[src/design/sdz_pkg.sv]
package sdz_pkg;

  localparam int CFG_W     = 12;
  localparam int CFG_IDX_W = 3;
  localparam int FS_W      = 7;
  localparam int QUO_W     = 7;
  localparam int AXIS_W    = 8;

  typedef enum logic [CFG_IDX_W-1:0] {
    CFG_CENTER  = 3'd0,
    CFG_NEG     = 3'd1,
    CFG_POS     = 3'd2,
    CFG_MARGIN  = 3'd3,
    CFG_FULL    = 3'd4,
    CFG_INVERT  = 3'd5
  } cfg_idx_t;

  typedef struct packed {
    logic            neg;
    logic            zero;
    logic [FS_W-1:0] fs;
  } div_ctl_t;

endpackage

[src/design/sdz_in_if.sv]
interface sdz_in_if #(
  parameter int SAMPLE_BITS = 12
);
  logic                   valid;
  logic                   ready;
  logic [SAMPLE_BITS-1:0] sample;

  modport source (output valid, output sample, input ready);
  modport sink (input valid, input sample, output ready);
endinterface

[src/design/sdz_out_if.sv]
interface sdz_out_if
  import sdz_pkg::*;
();
  logic                     valid;
  logic                     ready;
  logic signed [AXIS_W-1:0] axis_value;

  modport source (output valid, output axis_value, input ready);
  modport sink (input valid, input axis_value, output ready);
endinterface

[src/design/sdz_cfg_if.sv]
interface sdz_cfg_if
  import sdz_pkg::*;
();
  logic                 valid;
  logic                 ready;
  logic [CFG_IDX_W-1:0] index;
  logic [CFG_W-1:0]     data;

  modport source (output valid, output index, output data, input ready);
  modport sink (input valid, input index, input data, output ready);
endinterface

[src/design/sdz_divider.sv]
module sdz_divider
  import sdz_pkg::*;
#(
  parameter int NUM_W = 19
) (
  input  logic                     clk,
  input  logic                     rst_n,
  input  logic                     in_valid,
  output logic                     in_ready,
  input  logic [NUM_W-1:0]         in_num,
  input  logic [CFG_W-1:0]         in_den,
  input  div_ctl_t                 in_ctl,
  output logic                     out_valid,
  input  logic                     out_ready,
  output logic signed [AXIS_W-1:0] out_value
);

  localparam int NSTG = QUO_W + 1;

  logic [NSTG-1:0]  v_r;
  logic [NSTG:0]    rdy;
  logic [NUM_W-1:0] rem_r [NSTG];
  logic [QUO_W-1:0] q_r   [NSTG];
  logic [CFG_W-1:0] den_r [NSTG];
  div_ctl_t         ctl_r [NSTG];
  logic             sat_r [NSTG];

  logic                     out_v_r;
  logic signed [AXIS_W-1:0] out_value_r;
  logic [QUO_W-1:0]         mag;
  logic [AXIS_W-1:0]        mag_ext;
  logic [AXIS_W-1:0]        res_nxt;

  always_comb begin
    rdy[NSTG] = !out_v_r || out_ready;
    for (int j = NSTG - 1; j >= 0; j--) begin
      rdy[j] = !v_r[j] || rdy[j+1];
    end
  end

  assign in_ready = rdy[0];

  always_ff @(posedge clk) begin
    if (!rst_n) begin
      v_r <= '0;
    end else begin
      if (rdy[0]) begin
        v_r[0] <= in_valid;
      end
      for (int j = 1; j < NSTG; j++) begin
        if (rdy[j]) begin
          v_r[j] <= v_r[j-1];
        end
      end
    end
  end

  always_ff @(posedge clk) begin
    if (rdy[0]) begin
      rem_r[0] <= in_num;
      q_r[0]   <= '0;
      den_r[0] <= in_den;
      ctl_r[0] <= in_ctl;
      sat_r[0] <= in_num >= (NUM_W'(in_den) << QUO_W);
    end
    for (int j = 1; j < NSTG; j++) begin
      if (rdy[j]) begin
        den_r[j] <= den_r[j-1];
        ctl_r[j] <= ctl_r[j-1];
        sat_r[j] <= sat_r[j-1];
        if (rem_r[j-1] >= (NUM_W'(den_r[j-1]) << (QUO_W - j))) begin
          rem_r[j] <= rem_r[j-1] - (NUM_W'(den_r[j-1]) << (QUO_W - j));
          q_r[j]   <= q_r[j-1] | (QUO_W'(1) << (QUO_W - j));
        end else begin
          rem_r[j] <= rem_r[j-1];
          q_r[j]   <= q_r[j-1];
        end
      end
    end
  end

  always_comb begin
    if (ctl_r[NSTG-1].zero) begin
      mag = '0;
    end else if (sat_r[NSTG-1] || (q_r[NSTG-1] > ctl_r[NSTG-1].fs)) begin
      mag = ctl_r[NSTG-1].fs;
    end else begin
      mag = q_r[NSTG-1];
    end
    mag_ext = AXIS_W'(mag);
    res_nxt = ctl_r[NSTG-1].neg ? (~mag_ext + AXIS_W'(1)) : mag_ext;
  end

  always_ff @(posedge clk) begin
    if (!rst_n) begin
      out_v_r <= 1'b0;
    end else if (rdy[NSTG]) begin
      out_v_r <= v_r[NSTG-1];
    end
  end

  always_ff @(posedge clk) begin
    if (rdy[NSTG]) begin
      out_value_r <= $signed(res_nxt);
    end
  end

  assign out_valid = out_v_r;
  assign out_value = out_value_r;

endmodule

[src/design/stick_deadzone_scaler_top.sv]
// Channel  Role    Payload                 Handshake
// in_ch    sink    sample                  valid / ready
// out_ch   source  axis_value (signed)     valid / ready
// cfg_ch   sink    index, data             valid / ready (ready always high)
//
// One item enters per cycle while the pipeline is not stalled by back-pressure from the output.
// The pipeline is four front stages (deviation, magnitude, excess, multiply) followed by
// one saturation stage, seven restoring division stages, one bit each, and the output stage.
// Synchronous active-low reset clears the valid bits and loads the register reset values.
// Every stage holds its item while the stage after it is full and stalled.
module stick_deadzone_scaler_top
  import sdz_pkg::*;
#(
  parameter int SAMPLE_BITS = 12
) (
  input logic        clk,
  input logic        rst_n,
  sdz_in_if.sink     in_ch,
  sdz_out_if.source  out_ch,
  sdz_cfg_if.sink    cfg_ch
);

  localparam int MAG_W = (SAMPLE_BITS > CFG_W) ? SAMPLE_BITS : CFG_W;
  localparam int NUM_W = MAG_W + FS_W;

  logic [CFG_W-1:0] center_r;
  logic [CFG_W-1:0] neg_span_r;
  logic [CFG_W-1:0] pos_span_r;
  logic [CFG_W-1:0] margin_r;
  logic [FS_W-1:0]  fs_r;
  logic             inv_r;

  assign cfg_ch.ready = 1'b1;

  always_ff @(posedge clk) begin
    if (!rst_n) begin
      center_r   <= CFG_W'(2048);
      neg_span_r <= CFG_W'(115);
      pos_span_r <= CFG_W'(115);
      margin_r   <= CFG_W'(10);
      fs_r       <= FS_W'(127);
      inv_r      <= 1'b0;
    end else if (cfg_ch.valid) begin
      unique case (cfg_idx_t'(cfg_ch.index))
        CFG_CENTER: center_r   <= cfg_ch.data;
        CFG_NEG:    neg_span_r <= cfg_ch.data;
        CFG_POS:    pos_span_r <= cfg_ch.data;
        CFG_MARGIN: margin_r   <= cfg_ch.data;
        CFG_FULL:   fs_r       <= cfg_ch.data[FS_W-1:0];
        CFG_INVERT: inv_r      <= cfg_ch.data[0];
        default: ;
      endcase
    end
  end

  logic v1_r, v2_r, v3_r, v4_r;
  logic rdy1, rdy2, rdy3, rdy4;
  logic div_ready;

  logic [MAG_W:0]    s1_diff_r;
  logic [CFG_W:0]    s1_effp_r;
  logic [CFG_W:0]    s1_effn_r;
  logic [CFG_W-1:0]  s1_margin_r;
  logic [FS_W-1:0]   s1_fs_r;
  logic              s1_inv_r;

  logic [MAG_W-1:0]  s2_mag_r;
  logic [CFG_W-1:0]  s2_eff_r;
  logic              s2_effpos_r;
  logic [CFG_W-1:0]  s2_margin_r;
  logic              s2_neg_r;
  logic [FS_W-1:0]   s2_fs_r;

  logic [MAG_W-1:0]  s3_exc_r;
  logic [CFG_W-1:0]  s3_den_r;
  div_ctl_t          s3_ctl_r;

  logic [NUM_W-1:0]  s4_num_r;
  logic [CFG_W-1:0]  s4_den_r;
  div_ctl_t          s4_ctl_r;

  logic [MAG_W:0]    neg_diff;
  logic [CFG_W:0]    eff_sel;

  assign rdy4 = !v4_r || div_ready;
  assign rdy3 = !v3_r || rdy4;
  assign rdy2 = !v2_r || rdy3;
  assign rdy1 = !v1_r || rdy2;
  assign in_ch.ready = rdy1;

  assign neg_diff = ~s1_diff_r + (MAG_W + 1)'(1);
  assign eff_sel  = s1_diff_r[MAG_W] ? s1_effn_r : s1_effp_r;

  always_ff @(posedge clk) begin
    if (!rst_n) begin
      v1_r <= 1'b0;
      v2_r <= 1'b0;
      v3_r <= 1'b0;
      v4_r <= 1'b0;
    end else begin
      if (rdy1) begin
        v1_r <= in_ch.valid;
      end
      if (rdy2) begin
        v2_r <= v1_r;
      end
      if (rdy3) begin
        v3_r <= v2_r;
      end
      if (rdy4) begin
        v4_r <= v3_r;
      end
    end
  end

  always_ff @(posedge clk) begin
    if (rdy1) begin
      s1_diff_r   <= {1'b0, MAG_W'(in_ch.sample)} - {1'b0, MAG_W'(center_r)};
      s1_effp_r   <= {1'b0, pos_span_r} - {1'b0, margin_r};
      s1_effn_r   <= {1'b0, neg_span_r} - {1'b0, margin_r};
      s1_margin_r <= margin_r;
      s1_fs_r     <= fs_r;
      s1_inv_r    <= inv_r;
    end
    if (rdy2) begin
      s2_mag_r    <= s1_diff_r[MAG_W] ? neg_diff[MAG_W-1:0] : s1_diff_r[MAG_W-1:0];
      s2_eff_r    <= eff_sel[CFG_W-1:0];
      s2_effpos_r <= !eff_sel[CFG_W] && (eff_sel != '0);
      s2_margin_r <= s1_margin_r;
      s2_neg_r    <= s1_diff_r[MAG_W] ^ s1_inv_r;
      s2_fs_r     <= s1_fs_r;
    end
    if (rdy3) begin
      s3_exc_r      <= s2_mag_r - MAG_W'(s2_margin_r);
      s3_den_r      <= s2_eff_r;
      s3_ctl_r.neg  <= s2_neg_r;
      s3_ctl_r.zero <= (s2_mag_r <= MAG_W'(s2_margin_r)) || !s2_effpos_r;
      s3_ctl_r.fs   <= s2_fs_r;
    end
    if (rdy4) begin
      s4_num_r <= NUM_W'(s3_exc_r) * NUM_W'(s3_ctl_r.fs);
      s4_den_r <= s3_den_r;
      s4_ctl_r <= s3_ctl_r;
    end
  end

  sdz_divider #(
    .NUM_W (NUM_W)
  ) u_div (
    .clk       (clk),
    .rst_n     (rst_n),
    .in_valid  (v4_r),
    .in_ready  (div_ready),
    .in_num    (s4_num_r),
    .in_den    (s4_den_r),
    .in_ctl    (s4_ctl_r),
    .out_valid (out_ch.valid),
    .out_ready (out_ch.ready),
    .out_value (out_ch.axis_value)
  );

endmodule

[src/flat_wrapper.sv]
// flat-port wrapper written by rule: the top's interface ports become plain ports
module stick_deadzone_scaler_top_flat import sdz_pkg::*;
#(
  parameter int SAMPLE_BITS = 12
)
  (clk, rst_n, in_ch_valid, in_ch_sample, in_ch_ready, out_ch_valid, out_ch_axis_value, out_ch_ready, cfg_ch_valid, cfg_ch_index, cfg_ch_data, cfg_ch_ready);
  sdz_in_if #(.SAMPLE_BITS(SAMPLE_BITS)) in_ch_i ();
  sdz_out_if out_ch_i ();
  sdz_cfg_if cfg_ch_i ();
  input logic clk;
  input logic rst_n;
  input wire logic [$bits(in_ch_i.valid)-1:0] in_ch_valid;
  input wire logic [$bits(in_ch_i.sample)-1:0] in_ch_sample;
  output wire logic [$bits(in_ch_i.ready)-1:0] in_ch_ready;
  output wire logic [$bits(out_ch_i.valid)-1:0] out_ch_valid;
  output wire logic [$bits(out_ch_i.axis_value)-1:0] out_ch_axis_value;
  input wire logic [$bits(out_ch_i.ready)-1:0] out_ch_ready;
  input wire logic [$bits(cfg_ch_i.valid)-1:0] cfg_ch_valid;
  input wire logic [$bits(cfg_ch_i.index)-1:0] cfg_ch_index;
  input wire logic [$bits(cfg_ch_i.data)-1:0] cfg_ch_data;
  output wire logic [$bits(cfg_ch_i.ready)-1:0] cfg_ch_ready;
  assign in_ch_i.valid = in_ch_valid;
  assign in_ch_i.sample = in_ch_sample;
  assign in_ch_ready = in_ch_i.ready;
  assign out_ch_valid = out_ch_i.valid;
  assign out_ch_axis_value = out_ch_i.axis_value;
  assign out_ch_i.ready = out_ch_ready;
  assign cfg_ch_i.valid = cfg_ch_valid;
  assign cfg_ch_i.index = cfg_ch_index;
  assign cfg_ch_i.data = cfg_ch_data;
  assign cfg_ch_ready = cfg_ch_i.ready;
  stick_deadzone_scaler_top #(.SAMPLE_BITS(SAMPLE_BITS)) u_core (.clk(clk), .rst_n(rst_n), .in_ch(in_ch_i), .out_ch(out_ch_i), .cfg_ch(cfg_ch_i));
endmodule
[config.mk]
export PLATFORM = sky130hd
export DESIGN_NAME = stick_deadzone_scaler_top_flat
export DESIGN_NICKNAME = d
export VERILOG_FILES = /design/src/design/sdz_pkg.sv /design/src/design/sdz_in_if.sv /design/src/design/sdz_out_if.sv /design/src/design/sdz_cfg_if.sv /design/src/design/sdz_divider.sv /design/src/design/stick_deadzone_scaler_top.sv /design/src/flat_wrapper.sv
export SDC_FILE = /design/constraint.sdc
export NUM_CORES = 1
export LEC_CHECK = 0
export BUFFER_PORTS_ARGS = -buffer_cell sky130_fd_sc_hd__buf_2
export CAP_MARGIN = 10
export CORE_ASPECT_RATIO = 1.2
export CORE_UTILIZATION = 35
export DETAILED_ROUTE_END_ITERATION = 10
export GPL_ROUTABILITY_DRIVEN = 0
export SLEW_MARGIN = 30
export SYNTH_ARGS = -nofsm -noshare
export SYNTH_HDL_FRONTEND = slang
export SYNTH_SLANG_ARGS = --single-unit
[constraint.sdc]
create_clock -name clk -period 10.25 [get_ports clk]
set_clock_uncertainty 0.15 [all_clocks]
set_input_delay 1.5375 -clock clk [delete_from_list [all_inputs] [get_ports clk]]
set_output_delay 1.5375 -clock clk [all_outputs]
set_load 0.01 [all_outputs]
After elaboration in Yosys (flattened, before gate mapping)
Memories as Yosys holds them, arrays and structs flattened.
Cells that the tools add are included.
Word-level totals
  register bits: 254
  bits in writable memories: 384
  output and inout bits: 11
  memories: 5
Memory list
  u_core.u_div.rem_r: depth 8, width 19, read ports 7, clocked after Yosys merged registers in 0, wr ports 8, line sdz_divider.sv:22  | logic [NUM_W-1:0] rem_r [NSTG];
  u_core.u_div.den_r: depth 8, width 12, read ports 7, clocked after Yosys merged registers in 0, wr ports 8, line sdz_divider.sv:24  | logic [CFG_W-1:0] den_r [NSTG];
  u_core.u_div.ctl_r: depth 8, width 9, read ports 8, clocked after Yosys merged registers in 0, wr ports 8, line sdz_divider.sv:25  | div_ctl_t ctl_r [NSTG];
  u_core.u_div.q_r: depth 8, width 7, read ports 8, clocked after Yosys merged registers in 0, wr ports 8, line sdz_divider.sv:23  | logic [QUO_W-1:0] q_r [NSTG];
  u_core.u_div.sat_r: depth 8, width 1, read ports 8, clocked after Yosys merged registers in 0, wr ports 8, line sdz_divider.sv:26  | logic sat_r [NSTG];
Operators by class
  add/sub/neg operators: 13
  equality and inequality tests: 5
  $lt $le $gt $ge: 10
  bitwise operators: 17
  $mul: 1
  muxes and demuxes: 77
  reductions and logical operators: 39
Operators by type and width (count)
  $mux W19: 7
  $mux W7: 10
  $mux W1: 58
  $sub A12 B12 Y13: 3
  $ge A19 B12 Y1: 1
  $ge A19 B13 Y1: 1
  $ge A19 B14 Y1: 1
  $ge A19 B15 Y1: 1
  $ge A19 B16 Y1: 1
  $ge A19 B17 Y1: 1
  $ge A19 B18 Y1: 1
  $ge A19 B19 Y1: 1
  $mul A12 B7 Y19: 1
  $sub A19 B12 Y19: 1
  $sub A19 B13 Y19: 1
  $sub A19 B14 Y19: 1
  $sub A19 B15 Y19: 1
  $sub A19 B16 Y19: 1
  $sub A19 B17 Y19: 1
  $sub A19 B18 Y19: 1
  $logic_not A1 Y1: 15
  $logic_or A1 B1 Y1: 15
  $or A1 B1 Y1: 14
  $mux W13: 1
  other kinds (16): 23

Logic depth before layout (Yosys ltp)
  depth in word-level cells: 14
  mapped depth: 18
  gate-level depth less buffers: 17

By module
Synthesis repeated with hierarchy kept, for this count alone.
Second synthesis, totals
  cells, all modules: 2412
  area total of the unflattened synthesis: 29378.2 µm²
By module, submodules not included
  sdz_divider: area each 16460.8 µm², times used 1, cells each 1254
  stick_deadzone_scaler_top: area each 12917.4 µm², times used 1, cells each 1158

Worst setup path before layout
Ideal clock, no wire load.
  path type: input to output
  start: in out_ch_ready
  end: out in_ch_ready
  stages: 7
  setup slack: 2.824 ns
  arrival time: 5.738 ns
  required time: 8.562 ns
  buffers on the path: 0
  path through: and4b_1 > inv_1 > nor3_1 > and3_1 > inv_1 > nor2_1 > nand2_1
Between the ends
  longest elaborated chain between the ends: 13
RTL lines
  from (decl): line flat_wrapper.sv:17  | input wire logic [$bits(out_ch_i.ready)-1:0] out_ch_ready;
  $logic_or A1 B1 Y1: line sdz_divider.sv:35  | rdy[NSTG] = !out_v_r || out_ready;
  $logic_or A1 B1 Y1 (2 in series): line sdz_divider.sv:37  | rdy[j] = !v_r[j] || rdy[j+1];
  net u_core.u_div.rdy[6]: line sdz_divider.sv:21  | logic [NSTG:0] rdy;
  $logic_or A1 B1 Y1 (6 in series): line sdz_divider.sv:37
  net u_core.div_ready: line stick_deadzone_scaler_top.sv:58  | logic div_ready;
  $logic_or A1 B1 Y1: line stick_deadzone_scaler_top.sv:85  | assign rdy4 = !v4_r || div_ready;
  $logic_or A1 B1 Y1: line stick_deadzone_scaler_top.sv:86  | assign rdy3 = !v3_r || rdy4;
  $logic_or A1 B1 Y1: line stick_deadzone_scaler_top.sv:87  | assign rdy2 = !v2_r || rdy3;
  $logic_or A1 B1 Y1: line stick_deadzone_scaler_top.sv:88  | assign rdy1 = !v1_r || rdy2;
  to (decl): line flat_wrapper.sv:14  | output wire logic [$bits(in_ch_i.ready)-1:0] in_ch_ready;
The timed path passes the listed nets, and every way through them passes these cells.

Final worst setup path
  start: reg u_core.s3_ctl_r[3] in the netlist's numbering
  end: reg u_core.s4_num_r[17] (data pin)
Between the ends
  longest elaborated chain between the ends: 1
RTL lines
  from (decl): line stick_deadzone_scaler_top.sv:76  | div_ctl_t s3_ctl_r;
  $mul A12 B7 Y19: line stick_deadzone_scaler_top.sv:141  | s4_num_r <= NUM_W'(s3_exc_r) * NUM_W'(s3_ctl_r.fs);
  to (signal assigned): line stick_deadzone_scaler_top.sv:141
  to (decl): line stick_deadzone_scaler_top.sv:78  | logic [NUM_W-1:0] s4_num_r;
Every way passes these cells.
A chain may end at the register's enable or synchronous reset.

==> key figures <==
Run status
  • Outcome: finished clean

Placed design
  • HPWL Detailed: 42.1 mm
  • Port bufs: 41

Route
  • DRC: 0
  • Final ANT Viol Nets: 0
  • Starting DRT DRC Count: 920
  • Vias/cell: 4.91
  • DRT Wirelength: 54.8 mm
  • Drt first pass iters: 7
  • Vias: 17300
  • WL/cell: 15.6 um

Floorplan
  • Die width: 264 um
  • Initial Util: 35.3%
  • I/O Pins: 43
  • Core footprint: 0.0819 sq mm
  • Chip height: 317 um
  • # rows: 115
  • Die ar.: 0.0837 sq mm

Logic synthesis
  • Sequential-to-total area share from yosys stat: 57.8%
  • Syn Area/Cell: 12.3 sq um
  • Main flop type after synthesis: edfxtp_1
  • Number of flops mapped to enable cells by yosys: 510
  • YS warnings: 0
  • Syn nets: 2625
  • Async SR Flop Fraction: 0%
  • Yosys cell types: 73
  • Register bit total from synthesis: 579
  • Gate Count Post-Synth: 2344
  • Post-Syn Area: 0.0289 sq mm

Clock network
  • Hold-fix buffer count after cts: 0
  • Clock Latency Late Sink: 0.62 ns
  • CTS tree: done
  • Reg clk slew, reported paths: 0.06 ns
  • Post-CTS resize count: 0
  • Post-CTS Setup Bufs: 0
  • Clock Tree Root: clkbuf_16
  • Clk buf depth: 3
  • Clock Sinks: 579
  • CTS H-tree lvls: 2
  • CTS Buf Count: 60

Timing
  • Fmax: 0.185 GHz
  • Max-slew violations: 0
  • Fin crit share: 52.9%
  • Setup TNS: 0 ns
  • Final setup viols: 0
  • Min Tclk post-route: 5.42 ns
  • Unrepaired setup endpoints after global routing: false
  • Slew @ Worst Pin: 0.925 ns
  • Worst rel slew slack: 38.1%
  • Final hold viol count: 0

Setup path
  • CP endpoint kind: flip-flop
  • CP arrival: 5.63 ns
  • Crit-path slowest cell: edfxtp_1
  • End point of the critical path: u_core.s4_num_r[17]
  • Worst path depth: 17
  • CP startpoint: u_core.s3_ctl_r[3]
  • Worst-path fanout max: 13
  • Top delay family on crit path: adder cells
  • Flop-to-flop setup slack: 4.83 ns
  • Reg-to-reg startpoint: u_core.s3_ctl_r[3]
  • CP Cell Sequence: and2_1 > fa_1 > inv_1 > fa_1 > inv_1 > fa_1 > inv_1 > fa_1 > inv_1 > ha_1 > nand3_1 > o211ai_1 > nor4_1 > a2111oi_0 > a311oi_1 > o21ai_0 > xor2_1
  • Cells on worst reg2reg path: 17
  • Worst path max stage delay: 0.56 ns
  • Startpoint types: flip-flop
  • Setup CP Type: reg -> reg
  • RR Endpoint: u_core.s4_num_r[17]
  • Buf/Inv on CP: 4
  • WP data required: 10.46 ns

Cells and area
  • Fill cells: 7610
  • Utilization after layout: 39.5%
  • # diodes: 0
  • Layout area overhead: 11.9%
  • Nets: 2702
  • Layout cells sized above 1: 8.67%
  • Area occupied by registers: 0.0167 sq mm
  • Multi-input combinational cell area: 0.0111 sq mm

Global route
  • Largest net degree at the start of global routing: 70
  • First-pass GRT wire length: 88.8 mm
  • Vias in the first global route: 18000
  • Tot GR Track Use: 13.2%
  • GRT Residual Overflow: 0
  • Initial antenna violation count: 0

Hold path
  • HP Class: reg -> reg

Flow run
  • Max cap viols: 0
[sequential cells by signal (all words and copies together) (netlist names), 12 cells and up]
name / cells
u_core.s1_effn_r: 13
u_core.s3_exc_r: 12
u_core.u_div.rem_r: 133
u_core.pos_span_r: 12
u_core.s2_mag_r: 12
u_core.s4_den_r: 12
u_core.s2_eff_r: 12
u_core.s1_diff_r: 13
u_core.u_div.ctl_r: 72
u_core.margin_r: 12
u_core.s3_den_r: 12
u_core.neg_span_r: 12
u_core.u_div.den_r: 84
u_core.s1_effp_r: 13
u_core.u_div.q_r: 28
u_core.s2_margin_r: 12
u_core.s1_margin_r: 12
u_core.center_r: 12
u_core.s4_num_r: 19
[metrics by stage]
step | area (sq um) | hold WS, ns | std cells | worst slack (ns)
2_1_floorplan | 28900 | 0.250 | 2344 | 2.82
3_3_place_gp | 30400 | 0.251 | 3412 | 4.78
3_5_place_dp | 30400 | 0.255 | 3412 | 4.76
4_1_cts | 32300 | 0.263 | 3521 | 4.76
5_1_grt | 32300 | 0.270 | 3521 | 4.40
6_report | 32300 | 0.263 | 3521 | 4.83
[layout by cell type, fill, tap and decap left out, types with 18 or more instances in the layout]
| cell | netlist | layout |
|---|---|---|
| mux2i_1 | 20 | 20 |
| nor4_1 | 18 | 18 |
| nor2b_1 | 37 | 37 |
| clkbuf_16 | 0 | 60 |
| xnor2_1 | 84 | 84 |
| a21o_1 | 18 | 18 |
| mux2_2 | 42 | 42 |
| nand3_1 | 39 | 39 |
| a21boi_0 | 47 | 47 |
| xor2_1 | 41 | 41 |
| edfxtp_1 | 510 | 510 |
| a211oi_1 | 18 | 18 |
| nand2b_1 | 22 | 22 |
| dfxtp_1 | 69 | 69 |
| o21a_1 | 44 | 44 |
| fa_1 | 59 | 59 |
| buf_2 | 4 | 40 |
| and2_1 | 57 | 57 |
| nor2_1 | 137 | 136 |
| ha_1 | 190 | 190 |
| nand2_1 | 194 | 191 |
| inv_1 | 257 | 255 |
| o21ai_0 | 67 | 67 |
| nor3_1 | 37 | 37 |
| nand4_1 | 18 | 18 |
| a21oi_1 | 109 | 109 |
[worst reg2reg max path: stages (launching register included)]
cell and delay [ns]:
edfxtp_1 0.56, and2_1 0.24, fa_1 0.54, inv_1 0.05, fa_1 0.47, inv_1 0.05
fa_1 0.52, inv_1 0.05, fa_1 0.53, inv_1 0.04, ha_1 0.34, nand3_1 0.10
o211ai_1 0.12, nor4_1 0.37, a2111oi_0 0.24, a311oi_1 0.45, o21ai_0 0.16, xor2_1 0.15
[per-layer routing]
layer	vias to the layer above	routed length, um	global-route usage [%]	part of all wire [%]
met5	-	0	0	0
met4	0	2460	6.38	4.5
met3	143	1690	1.89	3.1
li1	8537	-	-	-
met2	334	30700	27.0	56
met1	8269	19900	12.6	36
[cells in the mapped netlist, types with 9 or more instances]
| cell | instances | area share [%] |
|---|---|---|
| edfxtp_1 | 510 | 53 |
| inv_1 | 257 | 3.3 |
| nand2_1 | 194 | 2.5 |
| ha_1 | 190 | 8.2 |
| nor2_1 | 137 | 1.8 |
| a21oi_1 | 109 | 1.9 |
| xnor2_1 | 84 | 2.5 |
| dfxtp_1 | 69 | 4.8 |
| o21ai_0 | 67 | 1.2 |
| fa_1 | 59 | 4.1 |
| and2_1 | 57 | 1.2 |
| a21boi_0 | 47 | 1.2 |
| o21a_1 | 44 | 1.1 |
| mux2_2 | 42 | 1.6 |
| xor2_1 | 41 | 1.2 |
| nand3_1 | 39 | 0.68 |
| nor2b_1 | 37 | 0.80 |
| nor3_1 | 37 | 0.64 |
| clkbuf_1 | 36 | 0.47 |
| nand2b_1 | 22 | 0.48 |
| mux2i_1 | 20 | 0.69 |
| a211oi_1 | 18 | 0.47 |
| a21o_1 | 18 | 0.47 |
| nand4_1 | 18 | 0.39 |
| nor4_1 | 18 | 0.39 |
| o211ai_1 | 14 | 0.36 |
| o21bai_1 | 13 | 0.34 |
| o31ai_1 | 13 | 0.34 |
| or3_1 | 12 | 0.26 |
| a31oi_1 | 11 | 0.24 |
| nand3b_1 | 9 | 0.23 |
[cells by family (layout without fill, tap and decap cells)]
kind of cell | after synthesis | in the layout | synth area share, %
simple gates | 616 | 616 | 10.4
mux | 62 | 62 | 2.33
buf+inv | 300 | 424 | 3.95
xor+xnor | 125 | 125 | 3.79
flops | 579 | 579 | 57.8
compound gates | 412 | 412 | 9.40
fa+ha+maj | 249 | 249 | 12.3
other cells | 1 | 1 | 0.0130
[worst min-delay path by stage]
stage | start | to | slack (ns) | cells after the start
final | u_core.u_div.q_r[1][18] | u_core.u_div.q_r[1][25] | 0.26 | 0
after global placement | u_core.s1_fs_r[3] | u_core.s2_fs_r[3] | 0.25 | 0
after CTS | u_core.u_div.q_r[1][18] | u_core.u_div.q_r[1][25] | 0.26 | 0
after floorplan | u_core.s1_fs_r[0] | u_core.s2_fs_r[0] | 0.25 | 0
after detailed placement | u_core.s1_margin_r[2] | u_core.s2_margin_r[2] | 0.25 | 0
after global routing | u_core.u_div.q_r[1][18] | u_core.u_div.q_r[1][25] | 0.27 | 0
[cell type report]
class / count / area share [%]
multi-input combinational: 1465 / 34.3
tap: 1053 / 4.07
timing repair buffer: 57 / 1.01
inverter: 258 / 2.99
clock inverter: 28 / 0.963
clock buffer: 81 / 5.07
sequential: 579 / 51.6
Power is left out: the tool's default activity adds up to more than one toggle a clock period on the data nets, which glitch-free logic cannot reach.
